File: src/sv/tfc_pkg.sv
// Shared types, constants and tables of the thermal frame classifier.
package tfc_pkg;

    localparam int FRAME_SIDE = 8;
    localparam int LEVELS     = 10;

    localparam int TEMP_W  = 12;
    localparam int SIDE_W  = (FRAME_SIDE > 1) ? $clog2(FRAME_SIDE) : 1;
    localparam int LVL_W   = $clog2(LEVELS);
    localparam int NUM_W   = TEMP_W + LVL_W;
    localparam int STEP_W  = (LVL_W > 1) ? $clog2(LVL_W) : 1;
    localparam int CFG_IDX_W = 3;

    localparam int QUEUE_DEPTH = 2;
    localparam int QPTR_W      = $clog2(QUEUE_DEPTH);
    localparam int QCNT_W      = $clog2(QUEUE_DEPTH + 1);

    localparam logic [CFG_IDX_W-1:0] CFG_DISPLAY_LOW  = 3'd0;
    localparam logic [CFG_IDX_W-1:0] CFG_DISPLAY_HIGH = 3'd1;
    localparam logic [CFG_IDX_W-1:0] CFG_BLUE_LIMIT   = 3'd2;
    localparam logic [CFG_IDX_W-1:0] CFG_GREEN_LIMIT  = 3'd3;
    localparam logic [CFG_IDX_W-1:0] CFG_YELLOW_LIMIT = 3'd4;
    localparam logic [CFG_IDX_W-1:0] CFG_ORANGE_LIMIT = 3'd5;

    localparam logic signed [TEMP_W-1:0] RST_DISPLAY_LOW  = 12'sd88;
    localparam logic signed [TEMP_W-1:0] RST_DISPLAY_HIGH = 12'sd128;
    localparam logic signed [TEMP_W-1:0] RST_BLUE_LIMIT   = 12'sd80;
    localparam logic signed [TEMP_W-1:0] RST_GREEN_LIMIT  = 12'sd96;
    localparam logic signed [TEMP_W-1:0] RST_YELLOW_LIMIT = 12'sd112;
    localparam logic signed [TEMP_W-1:0] RST_ORANGE_LIMIT = 12'sd128;

    localparam logic signed [TEMP_W-1:0] MIN_SENTINEL = 12'sd800;
    localparam logic signed [TEMP_W-1:0] MAX_SENTINEL = -12'sd400;

    localparam logic [15:0] COL_BLUE   = 16'h001F;
    localparam logic [15:0] COL_GREEN  = 16'h07E0;
    localparam logic [15:0] COL_YELLOW = 16'hFFE0;
    localparam logic [15:0] COL_ORANGE = 16'hF860;
    localparam logic [15:0] COL_RED    = 16'hF800;

    // first character sits in the top byte
    localparam logic [9:0][7:0] SYM_CHARS = " .:-=+*#%@";

    typedef logic [2**LVL_W-1:0][6:0] sym_table_t;

    function automatic sym_table_t build_sym_table();
        sym_table_t tbl;
        int idx;
        for (int i = 0; i < 2**LVL_W; i++) begin
            idx = (i * 9) / (LEVELS - 1);
            if (idx > 9) begin
                idx = 9;
            end
            tbl[i] = SYM_CHARS[9 - idx][6:0];
        end
        return tbl;
    endfunction

    localparam sym_table_t LEVEL_SYM = build_sym_table();

    typedef struct packed {
        logic signed [TEMP_W-1:0] display_low;
        logic signed [TEMP_W-1:0] display_high;
        logic signed [TEMP_W-1:0] blue_limit;
        logic signed [TEMP_W-1:0] green_limit;
        logic signed [TEMP_W-1:0] yellow_limit;
        logic signed [TEMP_W-1:0] orange_limit;
    } tfc_cfg_t;

    // one classified pixel waiting for the back end (level division if inside the window)
    typedef struct packed {
        logic signed [TEMP_W-1:0] temp;
        logic                     in_window;
        logic [LVL_W-1:0]         edge_level;
        logic [NUM_W-1:0]         num;
        logic [TEMP_W-1:0]        den;
        logic [15:0]              colour;
        logic                     done;
        logic signed [TEMP_W-1:0] fmin;
        logic signed [TEMP_W-1:0] fmax;
        logic [2:0]               hot_row;
        logic [2:0]               hot_col;
    } tfc_job_t;

    typedef enum logic [1:0] {
        BK_IDLE,
        BK_DIV,
        BK_OUT
    } tfc_back_state_t;

endpackage

File: src/sv/thermal_frame_classifier.sv
// Thermal frame classifier top level: configuration registers and block wiring.
// A word inside the display window goes through the 4-step level divider (BK_DIV)
// before it is shown in BK_OUT; a word at or beyond a window edge goes to BK_OUT.
// Throughput: inside the window the divider takes no new word until its division
// ends, one quotient bit a cycle; otherwise one word per cycle while out_stall is
// low; a 2-deep queue feeds it. Reset (rst_n, asynchronous): thresholds to
// defaults, statistics to sentinels, queue empty and output not valid.
module thermal_frame_classifier
    import tfc_pkg::*;
(
    input  logic                     clk,
    input  logic                     rst_n,
    input  logic                     cfg_write,
    input  logic [CFG_IDX_W-1:0]     cfg_index,
    input  logic [TEMP_W-1:0]        cfg_data,
    input  logic                     in_valid,
    output logic                     in_stall,
    input  logic [15:0]              raw_pixel,
    output logic                     out_valid,
    input  logic                     out_stall,
    output logic signed [TEMP_W-1:0] temp_quarter,
    output logic [3:0]               level_index,
    output logic [6:0]               level_symbol,
    output logic [15:0]              colour_rgb565,
    output logic                     frame_done,
    output logic signed [TEMP_W-1:0] frame_min,
    output logic signed [TEMP_W-1:0] frame_max,
    output logic [2:0]               hot_row,
    output logic [2:0]               hot_col
);

    tfc_cfg_t cfg_reg, cfg_next;
    tfc_job_t push_job;
    tfc_job_t head_job;
    logic     q_push;
    logic     q_pop;
    logic     q_full;
    logic     q_empty;

    always_comb
    begin
        cfg_next = cfg_reg;
        if (cfg_write) begin
            unique case (cfg_index)
                CFG_DISPLAY_LOW:  cfg_next.display_low  = signed'(cfg_data);
                CFG_DISPLAY_HIGH: cfg_next.display_high = signed'(cfg_data);
                CFG_BLUE_LIMIT:   cfg_next.blue_limit   = signed'(cfg_data);
                CFG_GREEN_LIMIT:  cfg_next.green_limit  = signed'(cfg_data);
                CFG_YELLOW_LIMIT: cfg_next.yellow_limit = signed'(cfg_data);
                CFG_ORANGE_LIMIT: cfg_next.orange_limit = signed'(cfg_data);
                default:          cfg_next = cfg_reg;
            endcase
        end
    end

    always_ff @(posedge clk or negedge rst_n)
    begin
        if (!rst_n) begin
            cfg_reg.display_low  <= RST_DISPLAY_LOW;
            cfg_reg.display_high <= RST_DISPLAY_HIGH;
            cfg_reg.blue_limit   <= RST_BLUE_LIMIT;
            cfg_reg.green_limit  <= RST_GREEN_LIMIT;
            cfg_reg.yellow_limit <= RST_YELLOW_LIMIT;
            cfg_reg.orange_limit <= RST_ORANGE_LIMIT;
        end else begin
            cfg_reg <= cfg_next;
        end
    end

    tfc_front u_front (
        .clk       (clk),
        .rst_n     (rst_n),
        .cfg       (cfg_reg),
        .in_valid  (in_valid),
        .in_stall  (in_stall),
        .raw_pixel (raw_pixel),
        .q_full    (q_full),
        .q_push    (q_push),
        .q_job     (push_job)
    );

    tfc_queue u_queue (
        .clk      (clk),
        .rst_n    (rst_n),
        .push     (q_push),
        .push_job (push_job),
        .full     (q_full),
        .pop      (q_pop),
        .head_job (head_job),
        .empty    (q_empty)
    );

    tfc_back u_back (
        .clk           (clk),
        .rst_n         (rst_n),
        .head_job      (head_job),
        .q_empty       (q_empty),
        .q_pop         (q_pop),
        .out_valid     (out_valid),
        .out_stall     (out_stall),
        .temp_quarter  (temp_quarter),
        .level_index   (level_index),
        .level_symbol  (level_symbol),
        .colour_rgb565 (colour_rgb565),
        .frame_done    (frame_done),
        .frame_min     (frame_min),
        .frame_max     (frame_max),
        .hot_row       (hot_row),
        .hot_col       (hot_col)
    );

endmodule

File: src/sv/tfc_front.sv
// Front end: takes pixel words, classifies them and keeps the frame statistics.
module tfc_front
    import tfc_pkg::*;
(
    input  logic              clk,
    input  logic              rst_n,
    input  tfc_cfg_t          cfg,
    input  logic              in_valid,
    output logic              in_stall,
    input  logic [15:0]       raw_pixel,
    input  logic              q_full,
    output logic              q_push,
    output tfc_job_t          q_job
);

    logic signed [TEMP_W-1:0] min_reg, min_next;
    logic signed [TEMP_W-1:0] max_reg, max_next;
    logic [SIDE_W-1:0]        row_reg, row_next;
    logic [SIDE_W-1:0]        col_reg, col_next;
    logic [SIDE_W-1:0]        hot_row_reg, hot_row_next;
    logic [SIDE_W-1:0]        hot_col_reg, hot_col_next;

    logic signed [TEMP_W-1:0] temp;
    logic signed [TEMP_W:0]   diff;
    logic signed [TEMP_W:0]   span;
    logic                     at_low;
    logic                     at_high;
    logic                     last_pix;
    logic                     new_max;
    logic [15:0]              colour;

    assign in_stall = q_full;
    assign q_push   = in_valid && !q_full;

    // upper nibble of the word is ignored
    assign temp    = signed'(raw_pixel[TEMP_W-1:0]);
    assign at_low  = temp <= cfg.display_low;
    assign at_high = temp >= cfg.display_high;
    assign diff    = (TEMP_W+1)'(temp) - (TEMP_W+1)'(cfg.display_low);
    assign span    = (TEMP_W+1)'(cfg.display_high) - (TEMP_W+1)'(cfg.display_low);

    assign last_pix = (row_reg == SIDE_W'(FRAME_SIDE - 1)) &&
                      (col_reg == SIDE_W'(FRAME_SIDE - 1));
    assign new_max  = temp > max_reg;

    always_comb
    begin
        if (temp < cfg.blue_limit) begin
            colour = COL_BLUE;
        end else if (temp < cfg.green_limit) begin
            colour = COL_GREEN;
        end else if (temp < cfg.yellow_limit) begin
            colour = COL_YELLOW;
        end else if (temp < cfg.orange_limit) begin
            colour = COL_ORANGE;
        end else begin
            colour = COL_RED;
        end
    end

    always_comb
    begin
        max_next     = new_max ? temp : max_reg;
        min_next     = (temp < min_reg) ? temp : min_reg;
        hot_row_next = new_max ? row_reg : hot_row_reg;
        hot_col_next = new_max ? col_reg : hot_col_reg;

        if (col_reg == SIDE_W'(FRAME_SIDE - 1)) begin
            col_next = '0;
            row_next = row_reg + SIDE_W'(1);
        end else begin
            col_next = col_reg + SIDE_W'(1);
            row_next = row_reg;
        end

        q_job            = '0;
        q_job.temp       = temp;
        q_job.in_window  = !at_low && !at_high;
        q_job.edge_level = at_low ? '0 : LVL_W'(LEVELS - 1);
        q_job.num        = NUM_W'(diff[TEMP_W-1:0]) * NUM_W'(LEVELS);
        q_job.den        = span[TEMP_W-1:0];
        q_job.colour     = colour;
        q_job.done       = last_pix;
        if (last_pix) begin
            q_job.fmin    = min_next;
            q_job.fmax    = max_next;
            q_job.hot_row = 3'(hot_row_next);
            q_job.hot_col = 3'(hot_col_next);
        end
    end

    always_ff @(posedge clk or negedge rst_n)
    begin
        if (!rst_n) begin
            min_reg     <= MIN_SENTINEL;
            max_reg     <= MAX_SENTINEL;
            row_reg     <= '0;
            col_reg     <= '0;
            hot_row_reg <= '0;
            hot_col_reg <= '0;
        end else if (q_push) begin
            if (last_pix) begin
                min_reg     <= MIN_SENTINEL;
                max_reg     <= MAX_SENTINEL;
                row_reg     <= '0;
                col_reg     <= '0;
                hot_row_reg <= '0;
                hot_col_reg <= '0;
            end else begin
                min_reg     <= min_next;
                max_reg     <= max_next;
                row_reg     <= row_next;
                col_reg     <= col_next;
                hot_row_reg <= hot_row_next;
                hot_col_reg <= hot_col_next;
            end
        end
    end

endmodule

File: src/sv/tfc_queue.sv
// Short job queue between the front end and the level divider.
module tfc_queue
    import tfc_pkg::*;
(
    input  logic     clk,
    input  logic     rst_n,
    input  logic     push,
    input  tfc_job_t push_job,
    output logic     full,
    input  logic     pop,
    output tfc_job_t head_job,
    output logic     empty
);

    tfc_job_t          slot_reg [QUEUE_DEPTH];
    logic [QPTR_W-1:0] wr_ptr_reg, wr_ptr_next;
    logic [QPTR_W-1:0] rd_ptr_reg, rd_ptr_next;
    logic [QCNT_W-1:0] count_reg, count_next;

    assign full     = count_reg == QCNT_W'(QUEUE_DEPTH);
    assign empty    = count_reg == '0;
    assign head_job = slot_reg[rd_ptr_reg];

    always_comb
    begin
        wr_ptr_next = (wr_ptr_reg == QPTR_W'(QUEUE_DEPTH - 1)) ? '0 : wr_ptr_reg + QPTR_W'(1);
        rd_ptr_next = (rd_ptr_reg == QPTR_W'(QUEUE_DEPTH - 1)) ? '0 : rd_ptr_reg + QPTR_W'(1);
        count_next  = count_reg;
        if (push && !pop) begin
            count_next = count_reg + QCNT_W'(1);
        end else if (pop && !push) begin
            count_next = count_reg - QCNT_W'(1);
        end
    end

    always_ff @(posedge clk or negedge rst_n)
    begin
        if (!rst_n) begin
            wr_ptr_reg <= '0;
            rd_ptr_reg <= '0;
            count_reg  <= '0;
        end else begin
            if (push) begin
                wr_ptr_reg <= wr_ptr_next;
            end
            if (pop) begin
                rd_ptr_reg <= rd_ptr_next;
            end
            count_reg <= count_next;
        end
    end

    always_ff @(posedge clk)
    begin
        if (push) begin
            slot_reg[wr_ptr_reg] <= push_job;
        end
    end

endmodule

File: src/sv/tfc_back.sv
// Back end: restoring divider for the gradient level and the result register.
module tfc_back
    import tfc_pkg::*;
(
    input  logic                     clk,
    input  logic                     rst_n,
    input  tfc_job_t                 head_job,
    input  logic                     q_empty,
    output logic                     q_pop,
    output logic                     out_valid,
    input  logic                     out_stall,
    output logic signed [TEMP_W-1:0] temp_quarter,
    output logic [3:0]               level_index,
    output logic [6:0]               level_symbol,
    output logic [15:0]              colour_rgb565,
    output logic                     frame_done,
    output logic signed [TEMP_W-1:0] frame_min,
    output logic signed [TEMP_W-1:0] frame_max,
    output logic [2:0]               hot_row,
    output logic [2:0]               hot_col
);

    tfc_back_state_t state_reg, state_next;

    tfc_job_t          job_reg;
    logic [NUM_W-1:0]  rem_reg, rem_next;
    logic [NUM_W-1:0]  dsr_reg;
    logic [LVL_W-1:0]  quo_reg, quo_next;
    logic [STEP_W-1:0] step_reg;
    logic [LVL_W-1:0]  level_reg;
    logic [6:0]        sym_reg;
    logic              fits;
    logic              div_end;

    // one quotient bit per cycle, msb first
    assign fits     = rem_reg >= dsr_reg;
    assign rem_next = fits ? rem_reg - dsr_reg : rem_reg;
    assign quo_next = (quo_reg << 1) | LVL_W'(fits);
    assign div_end  = (state_reg == BK_DIV) && (step_reg == '0);

    always_comb
    begin
        state_next = state_reg;
        q_pop      = 1'b0;
        out_valid  = 1'b0;
        unique case (state_reg)
            BK_IDLE:
            begin
                if (!q_empty) begin
                    q_pop      = 1'b1;
                    state_next = head_job.in_window ? BK_DIV : BK_OUT;
                end
            end
            BK_DIV:
            begin
                if (step_reg == '0) begin
                    state_next = BK_OUT;
                end
            end
            BK_OUT:
            begin
                out_valid = 1'b1;
                if (!out_stall) begin
                    if (!q_empty) begin
                        q_pop      = 1'b1;
                        state_next = head_job.in_window ? BK_DIV : BK_OUT;
                    end else begin
                        state_next = BK_IDLE;
                    end
                end
            end
            default:
            begin
                state_next = BK_IDLE;
            end
        endcase
    end

    always_ff @(posedge clk or negedge rst_n)
    begin
        if (!rst_n) begin
            state_reg <= BK_IDLE;
        end else begin
            state_reg <= state_next;
        end
    end

    always_ff @(posedge clk)
    begin
        if (q_pop) begin
            job_reg  <= head_job;
            rem_reg  <= head_job.num;
            dsr_reg  <= NUM_W'(head_job.den) << (LVL_W - 1);
            quo_reg  <= '0;
            step_reg <= STEP_W'(LVL_W - 1);
            if (!head_job.in_window) begin
                level_reg <= head_job.edge_level;
                sym_reg   <= LEVEL_SYM[head_job.edge_level];
            end
        end else if (state_reg == BK_DIV) begin
            rem_reg  <= rem_next;
            dsr_reg  <= dsr_reg >> 1;
            quo_reg  <= quo_next;
            step_reg <= step_reg - STEP_W'(1);
            if (div_end) begin
                level_reg <= quo_next;
                sym_reg   <= LEVEL_SYM[quo_next];
            end
        end
    end

    assign temp_quarter  = job_reg.temp;
    assign level_index   = 4'(level_reg);
    assign level_symbol  = sym_reg;
    assign colour_rgb565 = job_reg.colour;
    assign frame_done    = job_reg.done;
    assign frame_min     = job_reg.fmin;
    assign frame_max     = job_reg.fmax;
    assign hot_row       = job_reg.hot_row;
    assign hot_col       = job_reg.hot_col;

endmodule
File: config.mk
export PLATFORM = sky130hd
export DESIGN_NAME = thermal_frame_classifier
export DESIGN_NICKNAME = d
export VERILOG_FILES = /design/src/sv/tfc_pkg.sv /design/src/sv/thermal_frame_classifier.sv /design/src/sv/tfc_front.sv /design/src/sv/tfc_queue.sv /design/src/sv/tfc_back.sv
export SDC_FILE = /design/constraint.sdc
export NUM_CORES = 1
export LEC_CHECK = 0
export BUFFER_PORTS_ARGS = -buffer_cell sky130_fd_sc_hd__buf_2
export CAP_MARGIN = 20
export CORE_ASPECT_RATIO = 0.8
export CORE_MARGIN = 1.5
export CORE_UTILIZATION = 62
export CTS_BUF_LIST = sky130_fd_sc_hd__clkbuf_16
export DETAILED_ROUTE_END_ITERATION = 10
export PLACE_DENSITY = 0.77
export SETUP_SLACK_MARGIN = 0.05
export SLEW_MARGIN = 30
export SYNTH_ARGS = -nofsm -noshare
export SYNTH_HDL_FRONTEND = slang
export SYNTH_HIERARCHICAL = 1
export SYNTH_SLANG_ARGS = --single-unit
File: constraint.sdc
create_clock -name clk -period 7.15 [get_ports clk]
set_input_delay 1.0725 -clock clk [delete_from_list [all_inputs] [get_ports clk]]
set_output_delay 1.0725 -clock clk [all_outputs]
set_load 0.01 [all_outputs]
---- Yosys cells after proc, flatten, opt, wreduce, memory -nomap -nowiden ----
Memories as Yosys holds them, arrays and structs flattened.
Cells that the tools add are included.
storage, ports and cells
  bits of input ports ..................... 36
  bits in latches ......................... 0
  register bits after elaboration ......... 220
  memories ................................ 3
  RAM bits ................................ 182
  ROM bits ................................ 224
memories
  memory            depth  bits a word  read ports  clocked after Yosys merged registers in  wr ports  RTL line         RTL
  u_queue.slot_reg  2      91           1           0                                        1         tfc_queue.sv:15  tfc_job_t slot_reg [QUEUE_DEPTH];
  (no name shown)   16     7            1           0                                        0         tfc_back.sv:98   sym_reg <= LEVEL_SYM[head_job.edge_level];
  (no name shown)   16     7            1           0                                        0         tfc_back.sv:107  sym_reg <= LEVEL_SYM[quo_next];
cells by class
  $lt $le $gt $ge ......................... 11
  $mul .................................... 1
  shifts and indexed selects .............. 0
  equal/unequal tests ..................... 14
  div/mod/pow operators ................... 0
  mux-type cells .......................... 49
  add/sub/neg operators ................... 10
  bitwise operators ....................... 1
  reduce and logical (&&, ||, !) cells .... 30
operator list
  cell                   count
  $mux 16                6
  $lt 12x12->1           5
  $mux 7                 7
  $mux 12                4
  $mux 15                2
  $mux 30                1
  $mux 3                 8
  $sub 12x12->12         2
  $mux 4                 5
  $ge 16x15->1           1
  $reduce_and 2->1       8
  $sub 16x15->16         1
  $mul 12x3->15 const B  1
  $mux 2                 7
  $eq 3x3->1 const B     4
  $ge 12x12->1           1
  $gt 12x12->1           1
  $le 12x12->1           1
  $lt 4x5->1 const B     2
  $reduce_bool 2->1      5
  $mux 1                 7
  $add 3x1->3 const B    2
  $eq 3x2->1 const B     2
  $logic_and 1x1->1      6
  other kinds (15)       27

---- Depth between registers and ports, before layout ----
Gate-level depths: netlist of the first run.
  depth after elaboration ................. 7
  mapped depth ............................ 16

---- By module ----
The synthesis of the first run kept the hierarchy.
by module, submodules not included
  module                    cells an instance  instances  seq. area each (um^2)  area an instance (um^2)
  tfc_queue                 302                1          5,625.4                7,106.8
  tfc_front                 701                1          912.1                  5,711.7
  tfc_back                  396                1          3,153.0                4,887.2
  thermal_frame_classifier  156                1          1,816.7                2,757.6

---- Worst setup path before layout of the first run ----
Ideal clock, no wire load.
  path type ............................... in2reg
  start point ............................. in in_valid
  end point ............................... mem u_queue/slot_reg[0][0] (netlist name) (enable)
  setup slack ............................. 0.979 ns
  cell stages on the path ................. 4
  path buffers ............................ 1
  data arrival time ....................... 5.617 ns
  library setup time ...................... 0.554 ns
  required time ........................... 6.596 ns
  path through ............................ nand2b_1 -> clkbuf_1 -> inv_1 -> nor2b_1
on the way
  longest elaborated chain between the ends .. 3
ends and longest elaborated chain
  item                          RTL line                        RTL
  start, declared               thermal_frame_classifier.sv:16  input logic in_valid,
  $logic_and 1x1->1             tfc_front.sv:33                 assign q_push = in_valid && !q_full;
  named net q_push              thermal_frame_classifier.sv:35  logic q_push;
  $mux 1                        tfc_queue.sv:55                 if (push) begin
  $mux 1 (not written as such)  tfc_queue.sv:56                 slot_reg[wr_ptr_reg] <= push_job;
  end, declared                 tfc_queue.sv:15
The timed path passes the listed nets, and every way through them passes these cells.

---- Final worst setup path of the first run ----
  start point ............................. in raw_pixel[0]
  end point ............................... mem u_queue/slot_reg[0][74] (netlist name) (data pin)
on the way
  longest elaborated chain between the ends .. 2
ends and longest elaborated chain
  item             RTL line                        RTL
  start, declared  thermal_frame_classifier.sv:18  input logic [15:0] raw_pixel,
  $le 12x12->1     tfc_front.sv:37                 assign at_low = temp <= cfg.display_low;
  $mux 4           tfc_front.sv:79                 q_job.edge_level = at_low ? '0 : LVL_W'(LEVELS - 1);
No other way between the ends.

==> results of run 1 <==
stage by stage:
stage	cells	hold slack, ps
floorplan	1557	440
detailed placement	2018	464
finish	2090	469
CTS	2088	473
global placement	2018	449
global route	2090	507
layout make-up:
cell class / instances / share of cell area
timing repair buffer: 115 / 0.0288
clock buffer: 40 / 0.0445
sequential: 404 / 0.511
tap: 427 / 0.0237
inverter: 141 / 0.0236
clock inverter: 30 / 0.0169
multi-input combinational: 933 / 0.351
where the power goes:
part,internal (W),switching [W]
logic,0.00191,0.00253
clock network,0.00134,0.000884
registers,0.00381,0.000385
total,0.00706,0.00380
how the worst max path moves through the flow:
stage,from,to,slack [ps],cells past startpoint
floorplan,in_valid,u_queue/slot_reg[0][0]$_DFFE_PP_,980,4
global placement,raw_pixel[0],u_queue/slot_reg[0][74]$_DFFE_PP_,2260,16
detailed placement,raw_pixel[0],u_queue/slot_reg[0][74]$_DFFE_PP_,2130,16
CTS,raw_pixel[0],u_queue/slot_reg[1][74]$_DFFE_PP_,2690,16
global route,raw_pixel[0],u_queue/slot_reg[0][74]$_DFFE_PP_,2370,16
finish,raw_pixel[0],u_queue/slot_reg[0][74]$_DFFE_PP_,2600,16
cells by family (layout without fill, tap and decap cells):
logic type | count (synthesis) | after routing | share of synthesized area
and+or+nand+nor | 272 | 272 | 0.0662
xor gates and xnor gates | 42 | 42 | 0.0183
muxes | 187 | 187 | 0.114
AOI/OAI and AO/OA | 276 | 276 | 0.0909
other | 1 | 3 | 0.000183
DFF | 404 | 404 | 0.562
adders and majority gates | 153 | 153 | 0.0950
buffers and inverters | 220 | 326 | 0.0525
per-layer routing:
layer  vias up  global-route usage  wire (um)
met2       373               0.410      19300
li1       5799                   -          -
met1      6149               0.335      18400
met3        59              0.0400       2510
met5         -                   0          0
met4         0              0.0636        760
layout by cell type, fill, tap and decap left out, types with 22 or more instances in the layout:
cell,n
edfxtp_1,282
nand2_1,80
nor2_1,74
a21o_1,22
mux2_4,70
a22o_1,22
buf_2,102
mux2_2,96
nand3_1,24
dfrtp_1,92
ha_1,149
a21oi_1,70
clkbuf_16,40
xnor2_1,26
inv_1,143
o21ai_0,63
worst min-delay path, stage by stage, from the launching register on:
cell and delay (ps):
dfxtp_1 320, nand2_1 50, a21oi_1 60
==> results.py, run 1 <==
metrics = {
    "routing": {
        "drt_iter0_drc": 876,
        "antenna_left": 0,
        "vias": 12400,
        "vias_per_cell": 5.92,
        "wire_per_inst_um": 19.6,
        "routed_wl_mm": 41.0,
        "drtPass1Iterations": 5,
        "drc": 0,
    },
    "clock_network": {
        "cts.htree.levels": 2,
        "postCtsSetupRepairBufs": 0,
        "cts_hold_buffers": 0,
        "cts_resized": 0,
        "cts-root-buf": "clkbuf_16",
        "clkLatencyLatePin_ps": 550,
        "clk_pin_slew_ps": 60,
        "cts_inserted_buffers": 39,
        "clk_path_buf_depth": 3,
        "cts_tree": "yes",
        "cts_sinks": 404,
    },
    "critical_path": {
        "reg2reg_slack_ps": 3080,
        "critPathMaxStageDelay_ps": 560,
        "cp.required_ps": 7430,
        "arrival_ps": 4830,
        "critPathLaunchType": "input pin",
        "r2r-start": "cfg_reg[63]$_DFFE_PN1P_",
        "r2r_cells": 16,
        "cp_top_family": "adder cells",
        "cp.buffers_inverters": 2,
        "worst-setup-path-type": "in -> reg",
        "crit_slowest_cell": "or4_1",
        "path_common_cell": "ha_1",
        "cp-end-kind": "register",
        "path_cells": "buf_2 -> inv_1 -> ha_1 -> fa_1 -> nor2b_1 -> o31a_1 -> o31a_1 -> o21ai_0 -> nand2_1 -> xor2_1 -> ha_1 -> ha_1 -> or4_1 -> o2111ai_1 -> o22ai_1 -> o21a_1",
        "reg2reg_to": "u_queue/slot_reg[0][74]$_DFFE_PP_",
        "critPathMaxFanout": 10,
    },
    "logic_synthesis": {
        "netlist_top_cells_area": "edfxtp_1, dfrtp_1, ha_1",
        "synth_cell_types": 87,
        "postSynthAreaPerCell_um2": 13.2,
        "synth_ff_type": "edfxtp_1",
        "synth_common_cells": "edfxtp_1, ha_1, inv_1, mux2_2, dfrtp_1",
        "synthesis.instances": 1555,
        "netlist_area_mm2": 0.0205,
        "synth_top_area_cell": "edfxtp_1",
        "synth_edf_count": 282,
        "yosysWarnings": 6,
        "yosysMostFrequentCell": "edfxtp_1",
        "yosysTopAreaCellShare": 0.414,
        "yosysSeqAreaShare": 0.562,
        "ys_ff_latch": 404,
        "ys_async_sr_fraction": 0.282,
    },
    "global_routing": {
        "antenna_found_initial": 0,
        "grt_max_degree": 69,
        "grt_pass1_wl_mm": 64.3,
        "track_usage": 0.245,
        "grt_overflow": 0,
        "grt_pass1_vias": 12400,
    },
    "power": {
        "p_total_w": 0.0109,
        "max-vdd-ir-drop_uv": 274,
        "p_leak_nw": 9.54,
        "power.density_mw_per_mm2": 482,
    },
    "sta": {
        "rsz0062_at_grt": "no",
        "final-max-slew-violation-count": 0,
        "setup_tns_ps": 0,
        "finalClockSkew_ps": 16.5,
        "setup_violations": 0,
        "tightest_slew_ps": 977,
        "relSlewSlack": 0.346,
        "min_period_ps": 4550,
        "fin_ws_ps": 2600,
        "max_freq_mhz": 220,
        "post-route-period-util": 0.636,
        "finalHoldViolations": 0,
    },
    "placement": {
        "dpl.hpwl_mm": 26.6,
        "gp_congestion": 0.875,
        "port-buffer-count": 103,
        "pre_cts_slack_ps": 2130,
        "place_area_mm2": 0.0211,
    },
    "die": {
        "pin_count": 108,
        "row_count": 59,
        "dieHeight_um": 165,
        "core_mm2": 0.0325,
        "dieWidth_um": 206,
        "initial_utilization": 0.630,
        "dieArea_mm2": 0.0341,
    },
    "min_path": {
        "hp-class": "reg -> reg",
        "min_to": "u_back/dsr_reg[0]$_SDFFE_PP0P_",
        "min_from": "u_back/dsr_reg[0]$_SDFFE_PP0P_",
        "min_delay_path_depth": 2,
    },
    "cells_and_area": {
        "nFillCells": 2219,
        "drive_gt1_frac": 0.234,
        "multi_input_area_mm2": 0.00791,
        "largest_reg_flops": 184,
        "regArea_mm2": 0.0115,
        "design_area_mm2": 0.0225,
        "utilization": 0.693,
        "n_antenna_cell": 0,
        "syn2layout_area_growth_pct": 10.0,
        "nNetsFinal": 1823,
    },
    "status": {
        "status": "finished, final reports clean",
    },
    "run": {
        "drv_cap": 0,
    },
}
Note: power is estimated with default switching activity, not from simulation.
==> run 2, diff against run 1 <==
- CORE_UTILIZATION: 62 -> 56
- PLACE_DENSITY: 0.77 -> 0.73
- clock period: 7.15 -> 3.9 ns (I/O delays scaled with it)
==> results.py, run 2 (synthesized netlist as in run 1, its figures left out) <==
metrics = {
    "die": {
        "dieWidth_um": 217,
        "dieHeight_um": 174,
        "core_mm2": 0.0359,
        "row_count": 62,
        "dieArea_mm2": 0.0377,
        "pin_count": 108,
        "initial_utilization": 0.570,
    },
    "placement": {
        "dpl.hpwl_mm": 27.6,
        "place_area_mm2": 0.0216,
        "gp_congestion": 0.901,
        "pre_cts_slack_ps": -173,
        "placed_cells": 2121,
        "port-buffer-count": 103,
    },
    "critical_path": {
        "path_cells": "inv_1 -> ha_1 -> nor2b_2 -> o31a_1 -> o31a_1 -> o21ai_1 -> nand2_1 -> buf_4 -> nand4b_1 -> o211ai_1 -> ha_1 -> ha_1 -> or3_1 -> o221ai_2 -> o21ai_1 -> xor2_1",
        "crit_slowest_cell": "dfrtp_1",
        "worst-setup-path-type": "reg -> reg",
        "cp.required_ps": 4170,
        "path_common_cell": "ha_1",
        "cp.buffers_inverters": 2,
        "critPathMaxFanout": 3,
        "arrival_ps": 3930,
        "cp_top_family": "compound AO/OA/AOI/OAI gates",
        "critPathMaxStageDelay_ps": 370,
        "critPathLaunchType": "register",
        "cp-end-kind": "register",
    },
    "cells_and_area": {
        "drive_gt1_frac": 0.260,
        "n_antenna_cell": 0,
        "design_area_mm2": 0.0229,
        "largest_reg_flops": 184,
        "final_common_cell": "edfxtp_1",
        "nNetsFinal": 1876,
        "final_cell_mix": "edfxtp_1, inv_1, ha_1",
        "syn2layout_area_growth_pct": 11.8,
        "finalNonFillerCells": 2198,
    },
    "clock_network": {
        "cts.htree.levels": 2,
        "cts_tree": "yes",
        "cts_sinks": 404,
        "clk_path_buf_depth": 3,
        "cts-root-buf": "clkbuf_16",
        "clkLatencyLatePin_ps": 540,
        "clk_pin_slew_ps": 60,
        "cts_inserted_buffers": 42,
    },
    "sta": {
        "min_period_ps": 3650,
        "relSlewSlack": 0.398,
        "setup_tns_ps": 0,
        "final-max-slew-violation-count": 0,
        "fin_ws_ps": 245,
        "finalHoldViolations": 0,
        "finalClockSkew_ps": 12.0,
        "rsz0062_at_grt": "no",
        "post-route-period-util": 0.937,
        "setup_violations": 0,
        "tightest_slew_ps": 903,
        "max_freq_mhz": 274,
    },
    "min_path": {
        "hp-class": "in -> async",
    },
    "power": {
        "p_leak_nw": 9.74,
        "p_int_w": 0.0128,
        "p_seq_frac": 0.388,
        "max-vdd-ir-drop_uv": 869,
        "p_total_w": 0.0197,
        "power_frac_comb": 0.429,
        "switching_share": 0.351,
        "power.density_mw_per_mm2": 860,
        "pwr-share-clk": 0.183,
        "switchingPower_w": 0.00691,
    },
    "global_routing": {
        "grt_max_degree": 83,
        "track_usage": 0.216,
        "grt_pass1_vias": 12200,
        "antenna_found_initial": 0,
        "grt_pass1_wl_mm": 64.5,
        "grt_overflow": 0,
    },
    "run": {
        "drv_cap": 0,
    },
    "routing": {
        "vias": 12400,
        "vias_per_cell": 5.62,
        "drc": 0,
        "wire_per_inst_um": 18.3,
        "antenna_left": 0,
        "drtPass1Iterations": 5,
        "routed_wl_mm": 40.1,
        "drt_iter0_drc": 846,
    },
    "status": {
        "status": "finished, final reports clean",
    },
}
[run 2: per-layer routing]
layer	vias up	GRT usage	part of all wire
li1	5913	-	-
met1	6064	0.310	0.47
met2	320	0.349	0.46
met3	57	0.0287	0.052
met4	0	0.0582	0.021
met5	-	0	0
[run 2: final cells by class]
| cell class | instances | area [um^2] |
|---|---|---|
| fillers | 2723 | 13000 |
| flip-flops and latches | 404 | 11500 |
| multi-input cells | 933 | 7970 |
| clock buffers | 42 | 1050 |
| repair buffers | 165 | 1030 |
| well taps | 480 | 601 |
| inverters | 141 | 532 |
| clock inverters | 33 | 194 |
[run 2: what timing repair did]
item,in CTS,in global routing
hold buffers,0,0
buffers inserted,0,1
gates resized for setup,0,14
endpoints found under the setup margin,0,8
[run 2: per-stage QoR]
| step | utilization | hold slack [ps] |
|---|---|---|
| floorplan | - | 289 |
| global placement | 0.600 | 448 |
| detailed placement | 0.600 | 471 |
| CTS | 0.635 | 126 |
| global route | 0.637 | 168 |
| finish | 0.637 | 99.6 |
[run 2: power groups by stage]
stage	Sequential, W	Clock, W	Combinational, W
after detailed placement	0.00771	0	0.00830
after global placement	0.00764	0	0.00806
after CTS	0.00765	0.00370	0.00838
after floorplan	0.00773	0	0.00608
after global routing	0.00781	0.00386	0.00938
final	0.00763	0.00360	0.00845
[run 2: path summary, 6_finish.rpt]
| kind | startpoint | endpoint | slack, ps | cells after the start |
|---|---|---|---|---|
| setup / recovery | cfg_reg[62]$_DFFE_PN0P_ | u_queue/slot_reg[1][73]$_DFFE_PP_ | 250 | 16 |
| hold / removal | rst_n | cfg_reg[47]$_DFFE_PN0P_ | 100 | 1 |
| setup reg to reg | cfg_reg[62]$_DFFE_PN0P_ | u_queue/slot_reg[1][73]$_DFFE_PP_ | 250 | 16 |
| hold reg to reg | u_back/step_reg[1]$_SDFFE_PP1P_ | u_back/step_reg[1]$_SDFFE_PP1P_ | 480 | 2 |
| max in group asynchronous | rst_n | u_front/max_reg[4]$_DFFE_PN1P_ | 2940 | 2 |
| min in group clk | cfg_data[8] | cfg_reg[44]$_DFFE_PN0P_ | 390 | 2 |
